## config.mk

```make
export PLATFORM = sky130hd
export DESIGN_NAME = wmf_front
export DESIGN_NICKNAME = d
export VERILOG_FILES = /design/src/sv/wmf_pkg.sv /design/src/sv/wmf_front.sv
export SDC_FILE = /design/constraint.sdc
export NUM_CORES = 1
export LEC_CHECK = 0
export ABC_AREA = 1
export BUFFER_PORTS_ARGS = -buffer_cell sky130_fd_sc_hd__buf_2
export CAP_MARGIN = 15
export CORE_UTILIZATION = 51
export DETAILED_ROUTE_END_ITERATION = 12
export PLACE_DENSITY = 0.82
export SLEW_MARGIN = 40
export SYNTH_ARGS = -nofsm -noshare
export SYNTH_HDL_FRONTEND = slang
export SYNTH_SLANG_ARGS = --single-unit
```

## constraint.sdc

```tcl
create_clock -name clk -period 8.4 [get_ports clk]
set_input_delay 0.84 -clock clk [delete_from_list [all_inputs] [get_ports clk]]
set_output_delay 0.84 -clock clk [all_outputs]
set_load 0.005 [all_outputs]
```

## src/sv/wmf_pkg.sv

```systemverilog
// ----------------------------------------------------------------------------
// wmf_pkg
// Shared types and constants of the window median filter.
// ----------------------------------------------------------------------------
package wmf_pkg;

  localparam int PIX_W      = 8;
  localparam int DIM_W      = 13;   // holds any image size up to 4096
  localparam int ADDR_W_MAX = 12;   // column address of the widest line store
  localparam int SIDE       = 5;
  localparam int CELLS      = 25;
  localparam int RANK_W     = 5;
  localparam int CFG_IDX_W  = 2;
  localparam int CFG_DATA_W = 11;

  localparam logic [RANK_W-1:0] MED9_RANK  = 5'd4;
  localparam logic [RANK_W-1:0] MED25_RANK = 5'd12;

  localparam logic [CFG_IDX_W-1:0] REG_MODE   = 2'd0;
  localparam logic [CFG_IDX_W-1:0] REG_WIDTH  = 2'd1;
  localparam logic [CFG_IDX_W-1:0] REG_HEIGHT = 2'd2;

  localparam logic [CFG_DATA_W-1:0] SIZE_RESET = 11'd512;

  // one classified request handed from front to back
  typedef struct packed {
    logic [PIX_W-1:0]      pix;
    logic [ADDR_W_MAX-1:0] col;
    logic [DIM_W-1:0]      y;
    logic [DIM_W-1:0]      x;
    logic                  produce;
    logic                  frame_end;
  } item_t;

  // saturated frame geometry
  typedef struct packed {
    logic [DIM_W-1:0] w;
    logic [DIM_W-1:0] h;
    logic             r2;
  } geom_t;

endpackage

```

## src/sv/wmf_front.sv

```systemverilog
// ----------------------------------------------------------------------------
// wmf_front
// Config registers, frame counters and request classification.
// ----------------------------------------------------------------------------
module wmf_front #(
  parameter int MAX_WIDTH  = 1024,
  parameter int MAX_HEIGHT = 1024,
  parameter int MAX_WINDOW = 5
) (
  input  logic                          clk,
  input  logic                          rst_n,
  input  logic                          in_tvalid,
  output logic                          in_tready,
  input  logic [wmf_pkg::PIX_W-1:0]     in_tdata,
  input  logic                          in_tuser,
  input  logic                          cfg_valid,
  output logic                          cfg_ready,
  input  logic [wmf_pkg::CFG_IDX_W-1:0] cfg_index,
  input  logic [wmf_pkg::CFG_DATA_W-1:0] cfg_data,
  input  logic                          q_full,
  output logic                          q_push,
  output wmf_pkg::item_t                q_item,
  output wmf_pkg::geom_t                geom
);
  import wmf_pkg::*;

  localparam int CNT_W = $clog2(MAX_WIDTH * MAX_HEIGHT + 2 * MAX_WIDTH + 3);

  logic                  mode_r;
  logic [CFG_DATA_W-1:0] width_r;
  logic [CFG_DATA_W-1:0] height_r;
  logic [CNT_W-1:0]      cnt_r;
  logic [DIM_W-1:0]      col_r;
  logic [DIM_W-1:0]      ox_r;
  logic [DIM_W-1:0]      oy_r;

  logic [DIM_W-1:0]   w;
  logic [DIM_W-1:0]   h;
  logic               r2;
  logic [2*DIM_W-1:0] area;
  logic [CNT_W-1:0]   total;
  logic [DIM_W+1:0]   lag;
  logic               ok;
  logic               take;
  logic               produce;
  logic               frame_end;
  logic               cfg_hit;

  always_comb begin
    if (width_r == '0) w = DIM_W'(1);
    else if ({2'b00, width_r} > DIM_W'(MAX_WIDTH)) w = DIM_W'(MAX_WIDTH);
    else w = {2'b00, width_r};
    if (height_r == '0) h = DIM_W'(1);
    else if ({2'b00, height_r} > DIM_W'(MAX_HEIGHT)) h = DIM_W'(MAX_HEIGHT);
    else h = {2'b00, height_r};
  end

  assign r2    = mode_r && (MAX_WINDOW >= 5);
  assign area  = w * h;
  assign total = area[CNT_W-1:0];
  assign lag   = r2 ? ({1'b0, w, 1'b0} + (DIM_W+2)'(2)) : ({2'b00, w} + (DIM_W+2)'(1));

  // pixels only inside the frame, flushes only past its last pixel
  assign ok        = in_tuser ? (cnt_r >= total) : (cnt_r < total);
  assign in_tready = !q_full;
  assign take      = in_tvalid && !q_full && ok;
  assign produce   = cnt_r >= CNT_W'(lag);
  assign frame_end = produce && (oy_r == h - DIM_W'(1)) && (ox_r == w - DIM_W'(1));
  assign cfg_ready = 1'b1;
  assign cfg_hit   = cfg_valid && (cfg_index == REG_MODE || cfg_index == REG_WIDTH ||
                                   cfg_index == REG_HEIGHT);

  assign q_push          = take;
  assign q_item.pix      = in_tuser ? '0 : in_tdata;
  assign q_item.col      = col_r[ADDR_W_MAX-1:0];
  assign q_item.y        = oy_r;
  assign q_item.x        = ox_r;
  assign q_item.produce  = produce;
  assign q_item.frame_end = frame_end;
  assign geom.w  = w;
  assign geom.h  = h;
  assign geom.r2 = r2;

  always_ff @(posedge clk) begin
    if (!rst_n) begin
      mode_r   <= 1'b0;
      width_r  <= SIZE_RESET;
      height_r <= SIZE_RESET;
      cnt_r    <= '0;
      col_r    <= '0;
      ox_r     <= '0;
      oy_r     <= '0;
    end else if (cfg_hit) begin
      unique case (cfg_index)
        REG_MODE:   mode_r   <= cfg_data[0];
        REG_WIDTH:  width_r  <= cfg_data;
        default:    height_r <= cfg_data;
      endcase
      cnt_r <= '0;
      col_r <= '0;
      ox_r  <= '0;
      oy_r  <= '0;
    end else if (take) begin
      if (frame_end) begin
        cnt_r <= '0;
        col_r <= '0;
        ox_r  <= '0;
        oy_r  <= '0;
      end else begin
        cnt_r <= cnt_r + CNT_W'(1);
        col_r <= (col_r + DIM_W'(1) >= w) ? '0 : col_r + DIM_W'(1);
        if (produce) begin
          if (ox_r + DIM_W'(1) >= w) begin
            ox_r <= '0;
            oy_r <= oy_r + DIM_W'(1);
          end else begin
            ox_r <= ox_r + DIM_W'(1);
          end
        end
      end
    end
  end

endmodule

```

==> results.txt <==
Setup-failing EPs final - 0
WS Path Type - register to output port
DR vias/cell - 5.42
Horiz. Die Dim - 145 um
yosys warns - 0
first-pass GRT wire length - 47900 um
most crowded layer after global routing - met2
flops & latches, synth - 83
sequential share of the synthesized area - 0.158
Post-synth EDFFs - 0
asr flop ratio synth - 0
vias in the first global route - 9619
Hold Path Sink - height_r[7]$_SDFFE_PN0P_
MaxCap Viol Count - 0
post-route ant nets - 0
Post-Synthesis Cells - 1514
initial antenna violation count - 0
DP Wirelength - 24400 um
cell row count - 52
Tmin final - 8110 ps
clk slew on worst S/H paths - 70 ps
post-layout util - 0.592
multi-input combinational cell area - 0.00775 sq mm
Die ar. - 0.0211 sq mm
initial core utilization - 0.520
critical path arrival - 7270 ps
Clock Sinks - 83
Worst Path Required - 7560 ps
Clk Latency, worst-skew pair - 350 ps
count leader, synth - nand2_1
Leak - 6.12 nW
Yosys cell types - 48
Core Region - 0.0202 sq mm
Storage cell area - 0.00166 sq mm
GR Util All Layers - 0.284
IO Port Bufs - 99
Crit. End Element - output port
most instantiated cells after synthesis - nand2_1, inv_1, nor2_1, ha_1, a21oi_1
Hold Path Class - register to register
Synth area leaders - dfxtp_1, fa_1, ha_1
Detailed Route WL - 30400 um
CP Max Fanout - 10
Power Dens Cells - 101 mW/mm^2
Vias - 10300
f_max - 0.123 GHz
Peak VDD IR - 0.105 mV
synthesized area - 0.0105 sq mm
status - complete, no violations
Filler cells - 1846
met2 Use GR - 0.461
routability cong. - 0.970
Final #Nets - 1854
clk buf depth - 2
Worst Setup Start Kind - register
Critical R2R Capture - col_r[9]$_SDFFE_PP0P_
hold path depth - 2
DP Cell Count - 1875
CTS tree - built
RR Startpoint - width_r[3]$_SDFFE_PN0P_
Slew HR - 0.458
Starting DRT DRC Count - 807
n_diodes - 0
Remaining DRCs - 0
fin cells - 1905
layout cell share with drive strength beyond 1 - 0.165
M3 GR Usage - 0.0690
hold buffers post-CTS - 0
clock root buffer master - clkbuf_16
H-tree depth - 3
drt wl/cell - 16.0 um
R2R depth - 40
Hold Startpoint - height_r[7]$_SDFFE_PN0P_
period utilization - 0.965
Final Hold Vio Count - 0
met1 Use GR - 0.371
top-area cell type share of the netlist area - 0.158
grt ovf - 0
largest net degree at the start of global routing - 25
cts bufs inserted - 9
CP max stage delay - 590 ps
R2R Setup Slk - 500 ps
# IOs - 105
Syn-to-layout area delta - 13.8%
Pins Over Slew Limit - 0
Yosys top cell by area - dfxtp_1
slowest CP cell - fa_1
Die H - 145 um
Worst-Margin Slew - 812 ps
Worst Skew - 10.8 ps
drt pass-1 iters - 7
Pwr Total - 1.21 mW
Post-synth top flop - dfxtp_1
Avg Cell Area, Syn - 6.93 sq um
==> per-stage QoR <==
stage	setup slack (ps)	TNS [ps]	cell area [sq um]	hold slack (ps)
6_report	294	0	11900	481
5_1_grt	-89.1	-126	11900	517
2_1_floorplan	357	0	10500	445
3_5_place_dp	-87.3	-953	11300	474
3_3_place_gp	64.1	0	11300	471
4_1_cts	13.8	0	11700	484
==> final cells by class <==
cell class | instances | share of cell area
clock buffers | 9 | 0.0189
clock inverters | 7 | 0.00493
inverters | 242 | 0.0776
multi-input cells | 1134 | 0.650
flip-flops and latches | 83 | 0.139
well taps | 270 | 0.0283
repair buffers | 160 | 0.0816
==> cell usage in the layout (no fill, tap or decap), types with 56 or more instances in the layout <==
cell type and n:
dfxtp_1 83, inv_1 224, fa_1 77, a21oi_1 86, nor2_1 201, xor2_1 56, buf_2 99, nand2_1 306
ha_1 114, buf_4 58, nand3_1 80
==> cell families (layout without fill, tap and decap cells) <==
logic type / count (synthesis) / in the layout / share of synthesized area
flip-flops: 83 / 83 / 0.158
AND/OR/NAND/NOR: 691 / 691 / 0.283
AO/OA/AOI/OAI: 173 / 173 / 0.0897
buffers and inverters: 301 / 418 / 0.121
XOR/XNOR: 67 / 67 / 0.0560
adder cells (fa/ha/maj): 197 / 197 / 0.292
other: 2 / 6 / 0.000716
==> power breakdown <==
part	leakage [nW]	total, mW	internal (mW)	switching [mW]
clock	0.139	0.404	0.206	0.197
combinational	5.31	0.400	0.142	0.257
sequential	0.672	0.408	0.400	0.00786
==> critical path, delay by kind of cell (launching register included) <==
| family | cells | cell delay, ps |
|---|---|---|
| adder cells (fa/ha/maj) | 7 | 2780 |
| buffers and inverters | 7 | 770 |
| XOR/XNOR | 1 | 150 |
| AND/OR/NAND/NOR | 12 | 1330 |
| flip-flops | 1 | 340 |
| AO/OA/AOI/OAI | 9 | 1550 |
==> timing repair <==
action	4_1_cts	5_1_grt
setup buffers	2	12
pin swaps	2	15
gates resized for setup	9	46
setup endpoints to repair	20	61
==> sequential cells by signal (all words and copies together), names as in the netlist <==
register,count
height_r,11
col_r,13
oy_r,13
mode_r,1
cnt_r,21
width_r,11
ox_r,13
==> worst max-delay path by stage <==
stage,start,to,slack [ps]
after detailed placement,width_r[10]$_SDFFE_PN0P_,col_r[10]$_SDFFE_PP0P_,-90
after floorplan,width_r[4]$_SDFFE_PN0P_,q_push,360
after global routing,width_r[3]$_SDFFE_PN0P_,q_push,-90
after CTS,height_r[3]$_SDFFE_PN0P_,q_push,10
after global placement,width_r[10]$_SDFFE_PN0P_,col_r[8]$_SDFFE_PP0P_,60
final,width_r[3]$_SDFFE_PN0P_,q_push,290
==> metal layers <==
metal  vias up  wire (um)
li1       4974          -
met1      4833      12600
met2       454      14100
met3        67       2860
met4         0        943
met5         -          0
(Power assumes the default switching activity.)
