<file path="config.mk">
export PLATFORM = sky130hd
export DESIGN_NAME = wmf_fifo
export DESIGN_NICKNAME = d
export VERILOG_FILES = /design/src/sv/wmf_pkg.sv /design/src/sv/wmf_fifo.sv
export SDC_FILE = /design/constraint.sdc
export NUM_CORES = 1
export LEC_CHECK = 0
export BUFFER_PORTS_ARGS = -buffer_cell sky130_fd_sc_hd__buf_2
export CORE_ASPECT_RATIO = 1.75
export CORE_MARGIN = 5
export CORE_UTILIZATION = 57
export CTS_CLUSTER_SIZE = 14
export DETAILED_ROUTE_END_ITERATION = 7
export PLACE_DENSITY = 0.82
export SETUP_SLACK_MARGIN = 0.2
export SLEW_MARGIN = 20
export SYNTH_ARGS = -nofsm -noshare
export SYNTH_HDL_FRONTEND = slang
export SYNTH_SLANG_ARGS = --single-unit
</file>
<file path="constraint.sdc">
create_clock -name clk -period 3.5 [get_ports clk]
set_input_delay 0.525 -clock clk [delete_from_list [all_inputs] [get_ports clk]]
set_output_delay 0.525 -clock clk [all_outputs]
set_load 0.005 [all_outputs]
</file>
<file path="src/sv/wmf_pkg.sv">
// ----------------------------------------------------------------------------
// wmf_pkg
// Shared types and constants of the window median filter.
// ----------------------------------------------------------------------------
package wmf_pkg;

  localparam int PIX_W      = 8;
  localparam int DIM_W      = 13;   // holds any image size up to 4096
  localparam int ADDR_W_MAX = 12;   // column address of the widest line store
  localparam int SIDE       = 5;
  localparam int CELLS      = 25;
  localparam int RANK_W     = 5;
  localparam int CFG_IDX_W  = 2;
  localparam int CFG_DATA_W = 11;

  localparam logic [RANK_W-1:0] MED9_RANK  = 5'd4;
  localparam logic [RANK_W-1:0] MED25_RANK = 5'd12;

  localparam logic [CFG_IDX_W-1:0] REG_MODE   = 2'd0;
  localparam logic [CFG_IDX_W-1:0] REG_WIDTH  = 2'd1;
  localparam logic [CFG_IDX_W-1:0] REG_HEIGHT = 2'd2;

  localparam logic [CFG_DATA_W-1:0] SIZE_RESET = 11'd512;

  // one classified request handed from front to back
  typedef struct packed {
    logic [PIX_W-1:0]      pix;
    logic [ADDR_W_MAX-1:0] col;
    logic [DIM_W-1:0]      y;
    logic [DIM_W-1:0]      x;
    logic                  produce;
    logic                  frame_end;
  } item_t;

  // saturated frame geometry
  typedef struct packed {
    logic [DIM_W-1:0] w;
    logic [DIM_W-1:0] h;
    logic             r2;
  } geom_t;

endpackage

</file>
<file path="src/sv/wmf_fifo.sv">
// ----------------------------------------------------------------------------
// wmf_fifo
// Short request queue between front and back.
// ----------------------------------------------------------------------------
module wmf_fifo #(
  parameter int DEPTH = 4
) (
  input  logic           clk,
  input  logic           rst_n,
  input  logic           push,
  input  wmf_pkg::item_t push_item,
  input  logic           pop,
  output logic           full,
  output logic           empty,
  output wmf_pkg::item_t head
);
  import wmf_pkg::*;

  localparam int PW = $clog2(DEPTH);

  item_t              mem_r [DEPTH];
  logic [PW-1:0]      wp_r;
  logic [PW-1:0]      rp_r;
  logic [PW:0]        cnt_r;
  logic               do_push;
  logic               do_pop;

  assign full    = cnt_r == (PW+1)'(DEPTH);
  assign empty   = cnt_r == '0;
  assign head    = mem_r[rp_r];
  assign do_push = push && !full;
  assign do_pop  = pop && !empty;

  always_ff @(posedge clk) begin
    if (do_push) mem_r[wp_r] <= push_item;
  end

  always_ff @(posedge clk) begin
    if (!rst_n) begin
      wp_r  <= '0;
      rp_r  <= '0;
      cnt_r <= '0;
    end else begin
      if (do_push) wp_r <= (wp_r == PW'(DEPTH - 1)) ? '0 : wp_r + PW'(1);
      if (do_pop)  rp_r <= (rp_r == PW'(DEPTH - 1)) ? '0 : rp_r + PW'(1);
      cnt_r <= cnt_r + (PW+1)'(do_push) - (PW+1)'(do_pop);
    end
  end

endmodule

</file>
==> results of run 1 <==
## final timing paths
check	slack [ns]	cells after the start	to	startpoint
worst max-delay path	0.86	3	head[12]	flip-flop
worst min-delay path	0.28	1	mem_r[1][13]	push_item[13]
worst max register to register	1.16	8	cnt_r[2]	cnt_r[1]
worst min register to register	0.51	2	wp_r[1]	wp_r[1]
## cell type report
type,count,area (µm²)
Sequential cell,201,5951
Antenna cell,2,5.005
Multi-Input combinational cell,83,1356
Fill cell,844,4182
Clock inverter,2,8.758
Inverter,7,26.28
Tap cell,171,214.0
Timing Repair Buffer,108,620.6
Clock buffer,27,505.5
## logic make-up after synthesis
kind of cell	count (synthesis)	share of synthesized area (%)
flip-flops	201	80.32
multiplexers	50	14.87
AND/OR/NAND/NOR	20	1.454
buffers and inverters	19	1.420
adder cells (fa/ha/maj)	8	1.454
AO/OA/AOI/OAI	3	0.2367
XOR/XNOR	2	0.2367
## critical path: cells and delay by family, from the launching register on
| kind | cells | cell delay, ns |
|---|---|---|
| buffers and inverters | 2 | 0.44 |
| flip-flops | 1 | 0.60 |
| multiplexers | 1 | 0.57 |
## stage by stage
| step | worst slack (ns) | cells |
|---|---|---|
| floorplan | 1.040 | 303 |
| global placement | 1.164 | 570 |
| detailed placement | 1.074 | 570 |
| CTS | 0.7912 | 599 |
| global route | 0.7182 | 601 |
| finish | 0.8643 | 601 |
## registers in the layout, indices dropped and copies added, names as in the netlist, named ones only
| signal | cells |
|---|---|
| rp_r | 2 |
| wp_r | 2 |
| mem_r | 192 |
| cnt_r | 3 |
## cell usage in the layout, fill, tap and decap left out
cell                        instances
sky130_fd_sc_hd__edfxtp_1         192
sky130_fd_sc_hd__buf_2            101
sky130_fd_sc_hd__mux4_2            48
sky130_fd_sc_hd__clkbuf_16         19
sky130_fd_sc_hd__clkbuf_1           8
sky130_fd_sc_hd__inv_1              7
sky130_fd_sc_hd__ha_1               7
sky130_fd_sc_hd__dfxtp_1            7
sky130_fd_sc_hd__nand2_1            6
sky130_fd_sc_hd__buf_12             5
sky130_fd_sc_hd__and2_2             4
sky130_fd_sc_hd__and2_1             3
sky130_fd_sc_hd__diode_2            2
sky130_fd_sc_hd__nor2_1             2
sky130_fd_sc_hd__mux2i_1            2
sky130_fd_sc_hd__nand3_1            2
sky130_fd_sc_hd__o21ai_0            2
sky130_fd_sc_hd__buf_4              2
sky130_fd_sc_hd__nor3_1             1
sky130_fd_sc_hd__nor3b_2            1
sky130_fd_sc_hd__nor2b_1            1
sky130_fd_sc_hd__o31ai_1            1
sky130_fd_sc_hd__xor2_1             1
sky130_fd_sc_hd__xnor2_1            1
sky130_fd_sc_hd__fa_1               1
sky130_fd_sc_hd__dfxtp_4            1
sky130_fd_sc_hd__dfxtp_2            1
sky130_fd_sc_hd__clkinv_2           1
sky130_fd_sc_hd__clkinv_1           1
## report_power, final
part           total [mW]  switching, mW  internal (mW)
clock                1.74          0.749          0.992
sequential           3.06          0.133           2.93
combinational        1.19          0.540          0.647
## routing by layer
| layer | routed length (µm) | GRT usage (%) |
|---|---|---|
| met1 | 4576 | 20.72 |
| met5 | 22 | 0 |
| met4 | 333 | 6.088 |
| met3 | 611 | 3.046 |
| met2 | 7105 | 29.98 |
==> results.txt, run 1 <==
----------------------------------------------------
[Global route]
  Vias in the first global route ... ~3,600
  GRT Residual Overflow ... 0
  Number of antenna violations at the first check in global routing ... 5
  All-layer global routing usage ... 17.06%
  First-pass GRT wire length ... 19,730 µm
  Maximum number of pins on one net before global-route repair ... 30

[Placed design]
  Input/output buffers ... 101
  DP HPWL ... 8282 µm
  Final RePlAce weighted congestion ... roughly 0.71
  Placed instance area ... 8168 µm²

[CTS]
  Buffers inserted during post-CTS setup optimization ... 0
  Insertion delay of the later-clocked pin in the worst-skew pair ... 0.46 ns
  Clock sink total ... 201
  Post-CTS clock slew at the launch and capture registers of the worst setup and hold paths ... roughly 0.060 ns
  Number of H-tree branching levels ... 1
  CTS tree ... built
  Number of buffers on the longest clock path ... 3
  CTS buffer count ... 18
  Post_cts resized ... 0
  Post-CTS Hold Fix Bufs ... 0
  Clock root buffer master ... sky130_fd_sc_hd__clkbuf_16

[STA]
  Shortest clock period the worst path allows after layout ... 2.636 ns
  Transition time at the pin with the least slew margin ... 0.6254 ns
  Count of endpoints failing hold in the final timing report ... 0
  Setup violators final ... 0
  RSZ-0062 raised after global routing ... no
  Setup Skew ... roughly 0.0071 ns
  Setup TNS ... 0 ns
  Ratio of final minimum period to clock period ... 75.31%
  Number of pins exceeding their max-slew limit in the final report ... 0
  Worst-case headroom to the max-slew limit ... 57.95%
  F_max ... roughly 0.38 GHz
  Worst hold slack across all endpoints ... 0.2765 ns

[Setup path]
  Max stage delay on crit path ... about 0.6 ns
  Setup crit start kind ... flip-flop
  Worst endpoint data arrival time ... 2.11 ns
  Startpoint-to-endpoint class of the critical path ... reg2out
  Ordered cell list for the critical path ... buf_12 > mux4_2 > buf_2
  Critical Path End Type ... output pin
  Library cell contributing the largest single delay on the critical path ... sky130_fd_sc_hd__dfxtp_4
  Worst EP required ... 2.97 ns
  Largest fanout of any net on the critical path ... 29

[Synthesis]
  Synth unique cells ... 22
  Register bit total from synthesis ... about 200
  Main area contributors after synthesis ... sky130_fd_sc_hd__edfxtp_1 (78%), sky130_fd_sc_hd__mux4_2 (15%), sky130_fd_sc_hd__dfxtp_1 (2.4%), sky130_fd_sc_hd__ha_1 (1.2%), sky130_fd_sc_hd__and2_1 (0.59%)
  Leading cell types by count after synthesis ... sky130_fd_sc_hd__edfxtp_1 (192), sky130_fd_sc_hd__mux4_2 (48), sky130_fd_sc_hd__dfxtp_1 (9)
  Most common cell in the synthesized netlist ... sky130_fd_sc_hd__edfxtp_1
  Post-Synthesis Mean Instance Area ... 24.43 µm²
  Number of enable flip-flop cells after synthesis ... 192
  Total of warnings raised by yosys ... 0
  Number of nets in the synthesized netlist ... 363
  Mapped Cells ... between 300 and 400
  Synth async-reset ratio ... 0%
  Post-synth design cell area ... around 7400 µm²
  Most used flip-flop cell after synthesis ... sky130_fd_sc_hd__edfxtp_1
  Yosys top cell area share ... 77.89%
  Share of the yosys chip area belonging to registers ... 80.32%
  Library cell with the largest summed area after synthesis ... sky130_fd_sc_hd__edfxtp_1

[Finish]
  Fraction of final layout cells sized beyond drive strength 1 ... 42.76%
  Final Cell Area ... ~8700 µm²
  Final standard cell utilization of the core ... 67.51%
  Area grow syn2layout ... 17.36%
  # nets final ... 479

[Routing]
  DRC viols ... 0
  Drt first pass iters ... 4
  Antenna Violating Nets Remaining ... 0
  Drt total wl ... 12,650 µm
  DRT iter0 DRCs ... 177
  Average wire per standard cell ... 21.04 µm
  Via-to-Cell Ratio ... 5.551
  Vias ... ~3,300

[Die]
  Floorplan die area ... 15,460 µm²
  Number of top-level pins ... 102
  Num rows ... 55
  Effective utilization at floorplan ... between 50% and 60%
  Die Y-Extent ... between 150 and 200 µm
  Core box area ... 12,870 µm²
  Die W ... 96.15 µm

[Power and ir drop]
  Maximum resistive drop on vdd ... 0.4889 mV
  Power, Total ... 5.990 mW
  Leakage power figure ... 2.948 nW
  Pwr Density ... 689.5 nW/µm²

[Outcome]
  Run status ... finished, final reports clean

[Worst hold path]
  Class of the worst hold path ... in2reg

[Flow run]
  Max-cap viol count ... 0

----------------------------------------------------
(Power assumes the default switching activity.)
==> inputs of run 2 (changes only) <==
--- a/config.mk
+++ b/config.mk
@@ -5,6 +5,7 @@
 export SDC_FILE = /design/constraint.sdc
 export NUM_CORES = 1
 export LEC_CHECK = 0
+export ABC_AREA = 1
 export BUFFER_PORTS_ARGS = -buffer_cell sky130_fd_sc_hd__buf_2
 export CORE_ASPECT_RATIO = 1.75
 export CORE_MARGIN = 5
==> constraint.sdc (replaced) <==
create_clock -name clk -period 2.55 [get_ports clk]
set_input_delay 0.3825 -clock clk [delete_from_list [all_inputs] [get_ports clk]]
set_output_delay 0.3825 -clock clk [all_outputs]
set_load 0.005 [all_outputs]
==> run 2 against run 1 <==
  * Cell area increased by 2.1%
  * Final cell count increased by 36%
  * Worst setup slack got worse by 0.56 ns
  * Clock-buffer cell count increased by 1
  * Utilization decreased by 0.91 points
  * Critical path depth increased by 2
  * Clock skew increased by 0.00082 ns
  * Hold slack got worse by 0.15 ns
  * Synthesized area increased by 3.6%
  * Via count increased by 40%
  * Clock power increased by 39%
  * Register-to-register slack got worse by 0.58 ns
  * Critical endpoint is now head[47]
  * Largest power group unchanged
==> results.txt, run 2 <==
----------------------------------------------------
[Synthesis]
  Synth unique cells ... 26 (+18%)
  Leading cell types by count after synthesis ... sky130_fd_sc_hd__edfxtp_1 (192), sky130_fd_sc_hd__nor2_1 (101), sky130_fd_sc_hd__o21ai_0 (87)
  Post-Synthesis Mean Instance Area ... 14.44 µm² (-41%)
  Register bit total from synthesis ... 201 (unchanged)
  Share of the yosys chip area belonging to registers ... 77.56% (-2.8 points)
  Number of enable flip-flop cells after synthesis ... 192 (unchanged)
  Main area contributors after synthesis ... sky130_fd_sc_hd__edfxtp_1 (75%), sky130_fd_sc_hd__o21ai_0 (5.7%), sky130_fd_sc_hd__nor2_1 (4.9%), sky130_fd_sc_hd__o22ai_1 (3.9%), sky130_fd_sc_hd__dfxtp_1 (2.4%)
  Library cell with the largest summed area after synthesis ... sky130_fd_sc_hd__edfxtp_1
  Synth async-reset ratio ... 0% (unchanged)
  Most used flip-flop cell after synthesis ... sky130_fd_sc_hd__edfxtp_1
  Most common cell in the synthesized netlist ... sky130_fd_sc_hd__edfxtp_1
  Number of nets in the synthesized netlist ... 591 (+63%)
  Post-synth design cell area ... 7666 µm² (+3.6%)
  Yosys top cell area share ... 75.21% (-2.7 points)
  Mapped Cells ... 531 (+75%)
  Total of warnings raised by yosys ... 0 (unchanged)

[Die]
  Num rows ... 56 (+1.8%)
  Die W ... 97.67 µm (+1.6%)
  Effective utilization at floorplan ... 57.58% (+0.064 points)
  Number of top-level pins ... 102 (unchanged)
  Floorplan die area ... 15,960 µm² (+3.3%)
  Core box area ... 13,310 µm² (+3.5%)
  Die Y-Extent ... 163.4 µm (+1.7%)

[Power and ir drop]
  Leakage power figure ... 3.156 nW (+7.0%)
  Maximum resistive drop on vdd ... 0.7905 mV (+62%)
  Pwr Density ... 1012 nW/µm² (+47%)

[Global route]
  Vias in the first global route ... 4,925 (+36%)
  All-layer global routing usage ... 19.50% (+2.4 points)
  Maximum number of pins on one net before global-route repair ... 97 (+220%)
  GRT Residual Overflow ... 0 (unchanged)
  First-pass GRT wire length ... 24,360 µm (+24%)
  Number of antenna violations at the first check in global routing ... 2 (-3)

[STA]
  Ratio of final minimum period to clock period ... 88.23%
  Setup Skew ... 0.007957 ns (+0.0008246 ns)
  Transition time at the pin with the least slew margin ... 0.4161 ns (-0.2093 ns)
  Setup violators final ... 0 (unchanged)
  F_max ... 0.4445 GHz
  Worst-case headroom to the max-slew limit ... 72.26% (+14 points)
  Number of pins exceeding their max-slew limit in the final report ... 0 (unchanged)
  RSZ-0062 raised after global routing ... yes
  Count of endpoints failing hold in the final timing report ... 0 (unchanged)
  Shortest clock period the worst path allows after layout ... about 2.2 ns

[Routing]
  DRT iter0 DRCs ... 432 (+140%)
  Drt total wl ... 15,710 µm (+24%)
  Antenna Violating Nets Remaining ... 0 (unchanged)
  DRC viols ... 0 (unchanged)
  Vias ... 4,668 (+40%)
  Via-to-Cell Ratio ... 5.707 (+2.8%)
  Drt first pass iters ... 4 (unchanged)
  Average wire per standard cell ... 19.20 µm (-8.8%)

[Placed design]
  Total instance count after detailed placement ... 786 (+38%)
  DP HPWL ... 9291 µm (+12%)
  Input/output buffers ... 101 (unchanged)
  Placed instance area ... 8337 µm² (+2.1%)
  Final RePlAce weighted congestion ... 0.7556 (+6.5%)

[CTS]
  CTS tree ... built
  Number of buffers on the longest clock path ... 3 (unchanged)
  Number of H-tree branching levels ... 1 (unchanged)
  CTS buffer count ... 18 (unchanged)
  Post-CTS Hold Fix Bufs ... 0 (unchanged)
  Clock root buffer master ... sky130_fd_sc_hd__clkbuf_16
  Post-CTS clock slew at the launch and capture registers of the worst setup and hold paths ... 0.06 ns (about the same)
  Clock sink total ... 201 (unchanged)
  Insertion delay of the later-clocked pin in the worst-skew pair ... 0.47 ns (about the same)

[Finish]
  Most common cell after layout, fill and taps aside ... sky130_fd_sc_hd__edfxtp_1
  Commonest cells after routing, fill and taps aside ... sky130_fd_sc_hd__edfxtp_1 (192), sky130_fd_sc_hd__buf_2 (101), sky130_fd_sc_hd__nor2_1 (97)
  Filler instances ... 935 (+11%)
  Post-route non-filler standard cell count ... 818 (+36%)
  Area grow syn2layout ... 15.65%
  Largest registers in the final layout ... mem_r (192), cnt_r (3)
  Register containing the most flip-flops in the final layout ... mem_r
  Flip-flop count of the largest register, all copies and words added ... 192 (unchanged)
  # nets final ... 692 (+44%)
  Fraction of final layout cells sized beyond drive strength 1 ... 23.68% (-19 points)
  Multi-input gate area in the final layout ... 1449 µm² (+6.8%)
  FF/Latch Area ... 5951 µm² (unchanged)
  Final Cell Area ... 8866 µm² (+2.1%)

[Setup path]
  Library cell contributing the largest single delay on the critical path ... sky130_fd_sc_hd__dfxtp_2
  CP bufs+invs ... 3 (+1)
  Dominant delay contributor by cell family on the critical path ... buffers and inverters
  Ordered cell list for the critical path ... inv_2 > buf_12 > o21ai_0 > o22ai_1 > buf_2
  Largest fanout of any net on the critical path ... 30 (+3.4%)
  Worst EP required ... 2.17 ns (-0.80 ns)
  Critical Path End Type ... output pin
  Max stage delay on crit path ... 0.34 ns (-0.26 ns)
  Setup crit start kind ... flip-flop
  Worst endpoint data arrival time ... 1.87 ns (-0.24 ns)
  Startpoint-to-endpoint class of the critical path ... reg2out

[Outcome]
  Run status ... finished, final reports clean

[Flow run]
  Max-cap viol count ... 0 (unchanged)

[Worst hold path]
  Class of the worst hold path ... in2reg

----------------------------------------------------
[run 2: changes by cell type after synthesis, sizes merged, moves of 7 or more]
cell	before	now
mux4	48	0
buf	8	20
o22ai	0	48
nor2	2	111
clkbuf	4	11
and2	7	0
nand2	6	13
o21ai	2	96
inv	7	17
[run 2: worst paths after layout]
check | startpoint | endpoint | slack [ns] | cells after the start
max reg2reg | cnt_r[1] | cnt_r[2] | 0.58 | 9
min | push_item[45] | mem_r[1][45] | 0.13 | 1
max | flip-flop | head[47] | 0.30 | 5
min reg2reg | rp_r[1] | flip-flop | 0.53 | 2
[run 2: routing by layer]
layer	track usage (%)	up-vias	wire [µm]	part of all wire, %
met5	0	-	0	0
met4	9.263	0	473	3.0
li1	-	2161	-	-
met2	35.63	164	8673	55
met1	21.76	2312	5663	36
met3	3.718	31	895	5.7
[run 2: cell type report]
class | instances | area share [%]
Inverter | 17 | 0.8044
Timing Repair Buffer | 112 | 7.381
Clock inverter | 2 | 0.09879
Tap cell | 174 | 2.456
Sequential cell | 201 | 67.12
Antenna cell | 2 | 0.05645
Clock buffer | 28 | 5.744
Multi-Input combinational cell | 282 | 16.34
[run 2: cell families (layout without fill, tap and decap cells)]
kind of cell,Yosys count,in the layout,synth area share [%]
flip-flops,201,201,77.56
buffers and inverters,48,159,3.933
other,0,2,0
AO/OA/AOI/OAI,146,146,10.32
adder cells (fa/ha/maj),8,8,1.404
AND/OR/NAND/NOR,127,127,6.675
XOR/XNOR,1,1,0.1143
[run 2: repair_timing]
| action | CTS | global route |
|---|---|---|
| setup buffers | 0 | 0 |
| endpoints found under the setup margin | 0 | 7 |
| resized for setup | 0 | 2 |
[run 2: report_power, final]
part           total, mW  switching [mW]  internal, mW
Clock               2.41            1.04          1.37
Combinational       2.39            1.53         0.862
Sequential          4.17           0.118          4.05
[run 2: metrics by stage]
step,setup slack [ns],hold slack (ns),utilization (%),setup TNS (ns),power [mW]
finish,0.3002,0.1284,66.60,0,8.973
global route,0.2245,0.1133,66.60,0,9.421
CTS,0.2453,0.1133,66.51,0,9.035
detailed placement,0.5863,0.5243,62.62,0,6.631
global placement,0.6917,0.5109,62.62,0,6.489
floorplan,-0.5239,0.4760,-,-100.60,5.685
